`src/chbd_pkg.sv`:
```
// ----------------------------------------------------------------------------
// chbd_pkg
// Shared types and constants for the chunked body decoder.
// ----------------------------------------------------------------------------
package chbd_pkg;

	// Framing characters
	localparam logic [7:0] CHAR_CR = 8'h0D;
	localparam logic [7:0] CHAR_LF = 8'h0A;

	// Decoder phases
	typedef enum logic [2:0] {
		PH_SIZE    = 3'd0,
		PH_SIZE_LF = 3'd1,
		PH_DATA    = 3'd2,
		PH_DATA_CR = 3'd3,
		PH_DATA_LF = 3'd4,
		PH_DONE    = 3'd5,
		PH_ERROR   = 3'd6
	} phase_t;

	// Result kinds
	typedef enum logic [1:0] {
		KIND_FRAME   = 2'd0,
		KIND_PAYLOAD = 2'd1,
		KIND_DONE    = 2'd2,
		KIND_ERROR   = 2'd3
	} kind_t;

	// Error codes
	typedef enum logic [2:0] {
		ERR_NO_DIGIT    = 3'd0,
		ERR_MANY_DIGITS = 3'd1,
		ERR_SIZE_CRLF   = 3'd2,
		ERR_SIZE_LARGE  = 3'd3,
		ERR_DATA_CRLF   = 3'd4
	} err_t;

	// Classified byte, as queued between front and back
	typedef struct packed {
		logic [7:0] data;
		logic       first;
		logic       is_hex;
		logic [3:0] hex_val;
		logic       is_cr;
		logic       is_lf;
	} item_t;

	// Queue to back-end handshake
	typedef struct packed {
		logic  valid;
		item_t item;
	} q_out_t;

endpackage

```
`src/http_chunked_body_decoder_unit.sv`:
```
// ----------------------------------------------------------------------------
// http_chunked_body_decoder_unit
// Strips HTTP/1.1 chunked framing from a body byte stream, passes payload
// bytes on, and reports completion with total length or a held error.
// ----------------------------------------------------------------------------
//  channel  handshake             fields
//  in       in_valid / in_ready   body_byte[7:0], first
//  out      out_valid / out_ready kind[1:0], payload[7:0], error_code[2:0],
//                                 body_length[31:0]
//
//  One beat per cycle sustained while out_ready is high; one result beat per
//  input beat. A beat is classified and queued, then the framing state
//  machine consumes it into the result register.
//  The two-entry queue decouples input from output; in_ready drops only
//  when it is full. arst_n returns the decoder to the size-digit phase.
// ----------------------------------------------------------------------------
module http_chunked_body_decoder_unit #(
	parameter int MAX_SIZE_DIGITS = 8,
	parameter int TOTAL_BITS      = 32
) (
	input  logic        clk,
	input  logic        arst_n,
	input  logic        in_valid,
	output logic        in_ready,
	input  logic [7:0]  body_byte,
	input  logic        first,
	output logic        out_valid,
	input  logic        out_ready,
	output logic [1:0]  kind,
	output logic [7:0]  payload,
	output logic [2:0]  error_code,
	output logic [31:0] body_length
);

	chbd_pkg::item_t  cls_item;
	chbd_pkg::q_out_t q_head;
	logic             q_full;
	logic             q_pop;

	assign in_ready = !q_full;

	// Front end: byte classification
	chbd_front u_front (
		.body_byte (body_byte),
		.first     (first),
		.item      (cls_item)
	);

	// Decoupling queue
	chbd_queue u_queue (
		.clk       (clk),
		.arst_n    (arst_n),
		.push      (in_valid && in_ready),
		.push_item (cls_item),
		.full      (q_full),
		.pop       (q_pop),
		.head      (q_head)
	);

	// Back end: framing state machine
	chbd_back #(
		.MAX_SIZE_DIGITS (MAX_SIZE_DIGITS),
		.TOTAL_BITS      (TOTAL_BITS)
	) u_back (
		.clk         (clk),
		.arst_n      (arst_n),
		.head        (q_head),
		.pop         (q_pop),
		.out_valid   (out_valid),
		.out_ready   (out_ready),
		.kind        (kind),
		.payload     (payload),
		.error_code  (error_code),
		.body_length (body_length)
	);

endmodule

```
`src/chbd_front.sv`:
```
// ----------------------------------------------------------------------------
// chbd_front
// Classifies each incoming beat (hex digit, CR, LF) for the back end.
// ----------------------------------------------------------------------------
module chbd_front (
	input  logic [7:0]          body_byte,
	input  logic                first,
	output chbd_pkg::item_t     item
);

	logic       is_dec;
	logic       is_lo;
	logic       is_up;
	logic [7:0] dec_off;
	logic [7:0] lo_off;
	logic [7:0] up_off;

	// Character class decode
	always_comb begin
		is_dec  = (body_byte >= 8'h30) && (body_byte <= 8'h39);
		is_lo   = (body_byte >= 8'h61) && (body_byte <= 8'h66);
		is_up   = (body_byte >= 8'h41) && (body_byte <= 8'h46);
		dec_off = body_byte - 8'h30;
		lo_off  = body_byte - 8'h57; // 'a' - 10
		up_off  = body_byte - 8'h37; // 'A' - 10

		item.data    = body_byte;
		item.first   = first;
		item.is_hex  = is_dec | is_lo | is_up;
		item.is_cr   = (body_byte == chbd_pkg::CHAR_CR);
		item.is_lf   = (body_byte == chbd_pkg::CHAR_LF);
		priority if (is_dec) begin
			item.hex_val = dec_off[3:0];
		end else if (is_lo) begin
			item.hex_val = lo_off[3:0];
		end else begin
			item.hex_val = up_off[3:0];
		end
	end

endmodule

```
`src/chbd_queue.sv`:
```
// ----------------------------------------------------------------------------
// chbd_queue
// Two-entry queue of classified bytes between front and back end.
// ----------------------------------------------------------------------------
module chbd_queue (
	input  logic                clk,
	input  logic                arst_n,
	input  logic                push,
	input  chbd_pkg::item_t     push_item,
	output logic                full,
	input  logic                pop,
	output chbd_pkg::q_out_t    head
);

	chbd_pkg::item_t mem_q [2];
	logic            wr_ptr_q;
	logic            rd_ptr_q;
	logic [1:0]      count_q;

	// Storage
	always_ff @(posedge clk) begin
		if (push) begin
			mem_q[wr_ptr_q] <= push_item;
		end
	end

	// Pointers and fill count
	always_ff @(posedge clk or negedge arst_n) begin
		if (!arst_n) begin
			wr_ptr_q <= 1'b0;
			rd_ptr_q <= 1'b0;
			count_q  <= 2'd0;
		end else begin
			if (push) wr_ptr_q <= ~wr_ptr_q;
			if (pop)  rd_ptr_q <= ~rd_ptr_q;
			unique case ({push, pop})
				2'b10:   count_q <= count_q + 2'd1;
				2'b01:   count_q <= count_q - 2'd1;
				default: count_q <= count_q;
			endcase
		end
	end

	assign full       = count_q[1];
	assign head.valid = (count_q != 2'd0);
	assign head.item  = mem_q[rd_ptr_q];

endmodule

```
`src/chbd_back.sv`:
```
// ----------------------------------------------------------------------------
// chbd_back
// Chunk framing state machine and registered result stage.
// ----------------------------------------------------------------------------
module chbd_back #(
	parameter int MAX_SIZE_DIGITS = 8,
	parameter int TOTAL_BITS      = 32
) (
	input  logic                clk,
	input  logic                arst_n,
	input  chbd_pkg::q_out_t    head,
	output logic                pop,
	output logic                out_valid,
	input  logic                out_ready,
	output logic [1:0]          kind,
	output logic [7:0]          payload,
	output logic [2:0]          error_code,
	output logic [31:0]         body_length
);

	localparam int ACC_W = 4 * MAX_SIZE_DIGITS;
	localparam int DC_W  = $clog2(MAX_SIZE_DIGITS + 1);
	localparam logic [DC_W-1:0] DC_MAX = DC_W'(MAX_SIZE_DIGITS);

	// State registers
	chbd_pkg::phase_t       phase_q;
	logic [ACC_W-1:0]       acc_q;
	logic [DC_W-1:0]        dc_q;
	logic [30:0]            rem_q;
	logic                   final_q;
	logic [TOTAL_BITS-1:0]  total_q;
	chbd_pkg::err_t         err_q;

	// Effective state after an optional restart
	chbd_pkg::phase_t       ph;
	logic [ACC_W-1:0]       acc;
	logic [DC_W-1:0]        dc;
	logic [30:0]            rem;
	logic                   fin;
	logic [TOTAL_BITS-1:0]  tot;
	chbd_pkg::err_t         err;

	// Next state
	chbd_pkg::phase_t       phase_d;
	logic [ACC_W-1:0]       acc_d;
	logic [DC_W-1:0]        dc_d;
	logic [30:0]            rem_d;
	logic                   final_d;
	logic [TOTAL_BITS-1:0]  total_d;
	chbd_pkg::err_t         err_d;
	chbd_pkg::kind_t        kind_d;
	logic [7:0]             pay_d;

	logic [31:0]            acc32;
	logic [63:0]            tot64;
	logic [31:0]            len;
	chbd_pkg::item_t        it;

	assign it  = head.item;
	assign pop = head.valid && (!out_valid || out_ready);

	// Framing decode
	always_comb begin
		ph  = it.first ? chbd_pkg::PH_SIZE : phase_q;
		acc = it.first ? '0 : acc_q;
		dc  = it.first ? '0 : dc_q;
		rem = it.first ? '0 : rem_q;
		fin = it.first ? 1'b0 : final_q;
		tot = it.first ? '0 : total_q;
		err = it.first ? chbd_pkg::ERR_NO_DIGIT : err_q;

		phase_d = ph;
		acc_d   = acc;
		dc_d    = dc;
		rem_d   = rem;
		final_d = fin;
		total_d = tot;
		err_d   = err;
		kind_d  = chbd_pkg::KIND_FRAME;
		pay_d   = 8'd0;
		acc32   = 32'(acc);

		unique case (ph)
			chbd_pkg::PH_SIZE: begin
				priority if (it.is_hex) begin
					if (dc >= DC_MAX) begin
						phase_d = chbd_pkg::PH_ERROR;
						err_d   = chbd_pkg::ERR_MANY_DIGITS;
						kind_d  = chbd_pkg::KIND_ERROR;
					end else begin
						acc_d = ACC_W'({acc, it.hex_val});
						dc_d  = dc + DC_W'(1);
					end
				end else if (dc == '0) begin
					phase_d = chbd_pkg::PH_ERROR;
					err_d   = chbd_pkg::ERR_NO_DIGIT;
					kind_d  = chbd_pkg::KIND_ERROR;
				end else if (it.is_cr) begin
					phase_d = chbd_pkg::PH_SIZE_LF;
				end else begin
					phase_d = chbd_pkg::PH_ERROR;
					err_d   = chbd_pkg::ERR_SIZE_CRLF;
					kind_d  = chbd_pkg::KIND_ERROR;
				end
			end
			chbd_pkg::PH_SIZE_LF: begin
				priority if (!it.is_lf) begin
					phase_d = chbd_pkg::PH_ERROR;
					err_d   = chbd_pkg::ERR_SIZE_CRLF;
					kind_d  = chbd_pkg::KIND_ERROR;
				end else if (acc32[31]) begin
					phase_d = chbd_pkg::PH_ERROR;
					err_d   = chbd_pkg::ERR_SIZE_LARGE;
					kind_d  = chbd_pkg::KIND_ERROR;
				end else if (acc32 == 32'd0) begin
					final_d = 1'b1;
					phase_d = chbd_pkg::PH_DATA_CR;
				end else begin
					rem_d   = acc32[30:0];
					phase_d = chbd_pkg::PH_DATA;
				end
			end
			chbd_pkg::PH_DATA: begin
				kind_d = chbd_pkg::KIND_PAYLOAD;
				pay_d  = it.data;
				if (!(&tot)) total_d = tot + TOTAL_BITS'(1);
				rem_d = rem - 31'd1;
				if (rem == 31'd1) phase_d = chbd_pkg::PH_DATA_CR;
			end
			chbd_pkg::PH_DATA_CR: begin
				if (it.is_cr) begin
					phase_d = chbd_pkg::PH_DATA_LF;
				end else begin
					phase_d = chbd_pkg::PH_ERROR;
					err_d   = chbd_pkg::ERR_DATA_CRLF;
					kind_d  = chbd_pkg::KIND_ERROR;
				end
			end
			chbd_pkg::PH_DATA_LF: begin
				priority if (!it.is_lf) begin
					phase_d = chbd_pkg::PH_ERROR;
					err_d   = chbd_pkg::ERR_DATA_CRLF;
					kind_d  = chbd_pkg::KIND_ERROR;
				end else if (fin) begin
					phase_d = chbd_pkg::PH_DONE;
					kind_d  = chbd_pkg::KIND_DONE;
				end else begin
					phase_d = chbd_pkg::PH_SIZE;
					acc_d   = '0;
					dc_d    = '0;
				end
			end
			chbd_pkg::PH_DONE: begin
				kind_d = chbd_pkg::KIND_DONE;
			end
			default: begin
				phase_d = chbd_pkg::PH_ERROR;
				kind_d  = chbd_pkg::KIND_ERROR;
			end
		endcase

		// Saturated length report
		tot64 = 64'(total_d);
		len   = (|tot64[63:32]) ? 32'hFFFF_FFFF : tot64[31:0];
	end

	// State update on each popped beat
	always_ff @(posedge clk or negedge arst_n) begin
		if (!arst_n) begin
			phase_q <= chbd_pkg::PH_SIZE;
			acc_q   <= '0;
			dc_q    <= '0;
			rem_q   <= '0;
			final_q <= 1'b0;
			total_q <= '0;
			err_q   <= chbd_pkg::ERR_NO_DIGIT;
		end else if (pop) begin
			phase_q <= phase_d;
			acc_q   <= acc_d;
			dc_q    <= dc_d;
			rem_q   <= rem_d;
			final_q <= final_d;
			total_q <= total_d;
			err_q   <= err_d;
		end
	end

	// Result register
	always_ff @(posedge clk or negedge arst_n) begin
		if (!arst_n) begin
			out_valid <= 1'b0;
		end else if (pop) begin
			out_valid <= 1'b1;
		end else if (out_ready) begin
			out_valid <= 1'b0;
		end
	end

	always_ff @(posedge clk) begin
		if (pop) begin
			kind        <= kind_d;
			payload     <= pay_d;
			error_code  <= (kind_d == chbd_pkg::KIND_ERROR) ? err_d : 3'd0;
			body_length <= (kind_d == chbd_pkg::KIND_DONE) ? len : 32'd0;
		end
	end

endmodule

```
`config.mk`:
```
export PLATFORM = sky130hd
export DESIGN_NAME = http_chunked_body_decoder_unit
export DESIGN_NICKNAME = d
export VERILOG_FILES = /design/src/chbd_pkg.sv /design/src/http_chunked_body_decoder_unit.sv /design/src/chbd_front.sv /design/src/chbd_queue.sv /design/src/chbd_back.sv
export SDC_FILE = /design/constraint.sdc
export NUM_CORES = 1
export LEC_CHECK = 0
export ABC_CLOCK_PERIOD_IN_PS = 4000
export BUFFER_PORTS_ARGS = -buffer_cell sky130_fd_sc_hd__buf_4
export CAP_MARGIN = 40
export CORE_MARGIN = 3
export CORE_UTILIZATION = 55
export CTS_CLUSTER_DIAMETER = 120
export DETAILED_ROUTE_END_ITERATION = 7
export GPL_TIMING_DRIVEN = 1
export PLACE_DENSITY_LB_ADDON = 0.3
export SYNTH_ARGS = -nofsm -noshare
export SYNTH_HDL_FRONTEND = slang
export SYNTH_SLANG_ARGS = --single-unit
export TNS_END_PERCENT = 1
```
`constraint.sdc`:
```
create_clock -name clk -period 4 [get_ports clk]
set_input_delay 0.6 -clock clk [delete_from_list [all_inputs] [get_ports clk]]
set_output_delay 0.6 -clock clk [all_outputs]
set_load 0.02 [all_outputs]
```
==> metrics.txt <==
# TYPE chip_impl_metric gauge
chip_impl_metric{name="worstPathRequired",unit="ps"} 4310
chip_impl_metric{name="detailedPlacementHpwl",unit="mm"} 17.8
chip_impl_metric{name="timing_hold_violations_final",unit=""} 0
chip_impl_metric{name="avgRoutedWirePerCell",unit="um"} 20.5
chip_impl_metric{name="gr-total-overflow",unit=""} 0
chip_impl_metric{name="ctsHtreeMaxLevel",unit=""} 4
chip_impl_metric{name="max-cap-violations",unit=""} 0
chip_impl_metric{name="pwr_density",unit="nW/um^2"} 741
chip_impl_metric{name="number_of_antenna_violations_at_the_first_check_in_global_routing",unit=""} 0
chip_impl_info{name="setup_repair_after_global_routing_missed_its_margin",value="false"} 1
chip_impl_metric{name="p_leak",unit="nW"} 4.57
chip_impl_metric{name="flow.area_growth_from_synthesis",unit="%"} 13.6
chip_impl_metric{name="synthesis.area_per_instance",unit="sq um"} 9.77
chip_impl_metric{name="finClkSkew",unit="ps"} 11.9
chip_impl_metric{name="postRouteAntennaNets",unit=""} 0
chip_impl_metric{name="final-max-slew-violation-count",unit=""} 0
chip_impl_metric{name="final_nets",unit=""} 1081
chip_impl_metric{name="io_buffers",unit=""} 59
chip_impl_metric{name="clkTransAtPathRegs",unit="ps"} 80
chip_impl_info{name="critical_path.top_delay_family",value="compound AO/OA/AOI/OAI gates"} 1
chip_impl_metric{name="coreArea",unit="sq um"} 17500
chip_impl_metric{name="vias",unit=""} 8650
chip_impl_info{name="critPathKind",value="reg -> reg"} 1
chip_impl_info{name="synth_ff_type",value="sky130_fd_sc_hd__dfrtp_1"} 1
chip_impl_info{name="clk_root_buffer_cell",value="sky130_fd_sc_hd__clkbuf_16"} 1
chip_impl_metric{name="cp.arrival",unit="ps"} 3610
chip_impl_metric{name="period_needed",unit="ps"} 3300
chip_impl_metric{name="syn_inst",unit=""} 1018
chip_impl_metric{name="dp.cells",unit=""} 1264
chip_impl_info{name="synth_top_cells_by_area",value="sky130_fd_sc_hd__dfrtp_1 (28%), sky130_fd_sc_hd__edfxtp_1 (23%), sky130_fd_sc_hd__nand2_1 (4.8%)"} 1
chip_impl_info{name="run_status",value="finished, final reports clean"} 1
chip_impl_metric{name="synth-warning-count",unit=""} 0
chip_impl_metric{name="synth_area",unit="sq um"} 9950
chip_impl_metric{name="postCtsSetupRepairBufs",unit=""} 0
chip_impl_metric{name="peakVddDrop",unit="mV"} 0.447
chip_impl_metric{name="floorplan.initialDensity",unit="%"} 56.9
chip_impl_metric{name="grt_first_pass_wirelength",unit="mm"} 44.1
chip_impl_metric{name="max_stage_delay",unit="ps"} 750
chip_impl_metric{name="final.period_utilization",unit="%"} 82.5
chip_impl_metric{name="drive_above_1_share",unit="%"} 13.6
chip_impl_metric{name="number_of_clock_buffers_inserted_by_tritoncts",unit=""} 17
chip_impl_metric{name="final_core_utilization",unit="%"} 64.6
chip_impl_metric{name="num-fill-cells",unit=""} 1424
chip_impl_metric{name="final.setup.tns",unit="ps"} 0
chip_impl_metric{name="floorplan.die.height",unit="um"} 140
chip_impl_metric{name="clock.fmax",unit="MHz"} 303
chip_impl_metric{name="remaining_drc_errors",unit=""} 0
chip_impl_metric{name="synth.top_cell.area_share",unit="%"} 27.9
chip_impl_info{name="cp_slowest_cell",value="sky130_fd_sc_hd__o21ai_4"} 1
chip_impl_info{name="netlist_top_cells_count",value="sky130_fd_sc_hd__nand2_1 (126), sky130_fd_sc_hd__dfrtp_1 (111), sky130_fd_sc_hd__nor2_1 (78)"} 1
chip_impl_metric{name="synth_fp_nets",unit=""} 1040
chip_impl_metric{name="cts.sink_count",unit=""} 188
chip_impl_info{name="cts_tree",value="yes"} 1
chip_impl_metric{name="clk-insertion-delay-late",unit="ps"} 440
chip_impl_info{name="timing.critical_path.to_type",value="flop"} 1
chip_impl_metric{name="drt_wl_total",unit="mm"} 26.6
chip_impl_metric{name="async_reset_ff_share",unit="%"} 59.0
chip_impl_metric{name="placement_rows",unit=""} 48
chip_impl_metric{name="gpl.final_weighted_congestion",unit=""} 0.956
chip_impl_metric{name="num_io_pins",unit=""} 60
chip_impl_metric{name="synth-edff-count",unit=""} 77
chip_impl_metric{name="die_x",unit="um"} 140
chip_impl_metric{name="grt_pass1_vias",unit=""} 8422
chip_impl_metric{name="max-slew-margin-rel",unit="%"} 39.4
chip_impl_metric{name="yosysSeqAreaShare",unit="%"} 51.2
chip_impl_metric{name="grt_util_all_layers",unit="%"} 27.6
chip_impl_metric{name="max_slew.worst_pin.slew",unit="ps"} 906
chip_impl_metric{name="setup_viol",unit=""} 0
chip_impl_metric{name="avgViaCountPerCell",unit=""} 6.66
chip_impl_metric{name="synth.distinct_cells",unit=""} 65
chip_impl_metric{name="clock_path_buffers",unit=""} 2
chip_impl_metric{name="drt_iter0_markers",unit=""} 882
chip_impl_info{name="timing.hold.worst.class",value="in -> reg"} 1
chip_impl_info{name="post-synth-top-area-cell",value="sky130_fd_sc_hd__dfrtp_1"} 1
chip_impl_info{name="yosys.cell_count.top_type",value="sky130_fd_sc_hd__nand2_1"} 1
chip_impl_metric{name="drt_first_pass_iters",unit=""} 6
chip_impl_metric{name="post_layout_cell_count",unit=""} 1298
chip_impl_metric{name="critical_path_buf_inv_count",unit=""} 2
chip_impl_info{name="crit_path_start_kind",value="flop"} 1
chip_impl_metric{name="die_area",unit="sq um"} 19700
chip_impl_metric{name="crit_path_max_fanout",unit=""} 29
chip_impl_info{name="timing.critical_path.cells",value="o21ai_4 -> clkinv_2 -> nand2_1 -> buf_4 -> nor2_1 -> a22oi_1 -> o21ai_0"} 1
chip_impl_metric{name="postSynthRegisterBits",unit=""} 188
chip_impl_metric{name="largest_net_degree_at_the_start_of_global_routing",unit=""} 58
worst paths after layout:
| kind | cells after the start | startpoint | slack (ps) | end |
|---|---|---|---|---|
| worst max-delay path | 7 | u_queue.count_q[0] | 700 | u_back.total_q[16] |
| worst min-delay path | 1 | first | 350 | u_queue.mem_q[0][7] |
| worst max register to register | 7 | u_queue.count_q[0] | 700 | u_back.total_q[16] |
| worst min register to register | 1 | u_back.err_q[2] | 520 | u_back.err_q[2] |
| max in group asynchronous | 4 | arst_n | 2590 | u_back.acc_q[29] |
| min in group asynchronous | 2 | arst_n | 550 | u_back.total_q[31] |
kinds of logic (layout without fill, tap and decap cells):
family,count (synthesis),count (layout),synth area share (%)
simple gates,412,412,21.0
xor+xnor,18,18,1.58
fa+ha+maj,9,9,1.13
buf+inv,85,139,3.28
compound gates,280,280,19.1
mux,26,26,2.70
other cells,0,1,0
flops,188,188,51.2
state kept, by name (all words and copies together) (netlist names):
name	flops
u_back.acc_q	32
u_back.body_length	32
u_back.total_q	32
u_queue.mem_q	32
u_back.rem_q	31
u_back.payload	8
u_back.dc_q	4
u_back.err_q	3
u_back.error_code	3
u_back.phase_q	3
u_back.kind	2
u_queue.count_q	2
u_back.final_q	1
u_back.out_valid	1
u_queue.rd_ptr_q	1
u_queue.wr_ptr_q	1
where the power goes:
part | leakage [nW] | internal (mW) | switching (mW)
clock | 0.294 | 0.893 | 0.814
combinational | 2.04 | 1.20 | 2.29
sequential | 2.23 | 2.60 | 0.568
worst reg2reg max path, cell delays in order (launching register included):
cell	delay, ps
sky130_fd_sc_hd__dfrtp_1	450
sky130_fd_sc_hd__o21ai_4	750
sky130_fd_sc_hd__clkinv_2	680
sky130_fd_sc_hd__nand2_1	680
sky130_fd_sc_hd__buf_4	310
sky130_fd_sc_hd__nor2_1	60
sky130_fd_sc_hd__a22oi_1	150
sky130_fd_sc_hd__o21ai_0	100
layout by cell type (no fill, tap or decap), drive strengths merged, types with 7 or more instances in the layout:
cell type	count
and3	15
nor4	24
xnor2	10
or4	15
buf	87
a21oi	49
mux2i	19
ha	9
clkinv	8
clkbuf	17
nand4	14
a22o	19
xor2	8
nand2b	8
edfxtp	77
o211ai	34
a32oi	9
nand2	127
or3	9
a22oi	13
and4	11
o311ai	9
nor3	27
and2	18
o31ai	16
or2	8
nand3	47
mux2	7
nor2	78
inv	25
o21ai	71
dfrtp	111
a31oi	17
per-stage QoR:
| stage | area, sq um | worst slack (ps) | total power, mW | hold slack, ps |
|---|---|---|---|---|
| floorplan | 9950 | 88.6 | 5.42 | 304 |
| global placement | 10600 | 751 | 6.51 | 479 |
| detailed placement | 10700 | 707 | 6.60 | 462 |
| CTS | 11300 | 761 | 8.33 | 333 |
| global route | 11300 | 468 | 8.87 | 338 |
| finish | 11300 | 702 | 8.37 | 351 |
per-layer routing:
layer  up-vias  share of wire (%)  global-route usage, %
met5         -                  0                      0
met4         0                1.9                   10.5
met3        45                8.0                   4.68
met2       434                 48                   44.4
met1      4233                 42                   37.9
li1       3938                  -                      -
timing repair:
action,4_1_cts,5_1_grt
hold endpoints to repair,10,0
gates resized for setup,0,0
hold buffers,1,0
final cells by class:
type / instances / area (sq um) / area share, %
flip-flops and latches: 188 / 5090 / 45.1
multi-input cells: 745 / 4550 / 40.3
repair buffers: 88 / 693 / 6.14
clock buffers: 17 / 425 / 3.77
well taps: 225 / 282 / 2.49
clock inverters: 15 / 176 / 1.56
inverters: 19 / 72.6 / 0.642
diodes: 1 / 2.50 / 0.0222
Note: power is estimated with default switching activity, not from simulation.
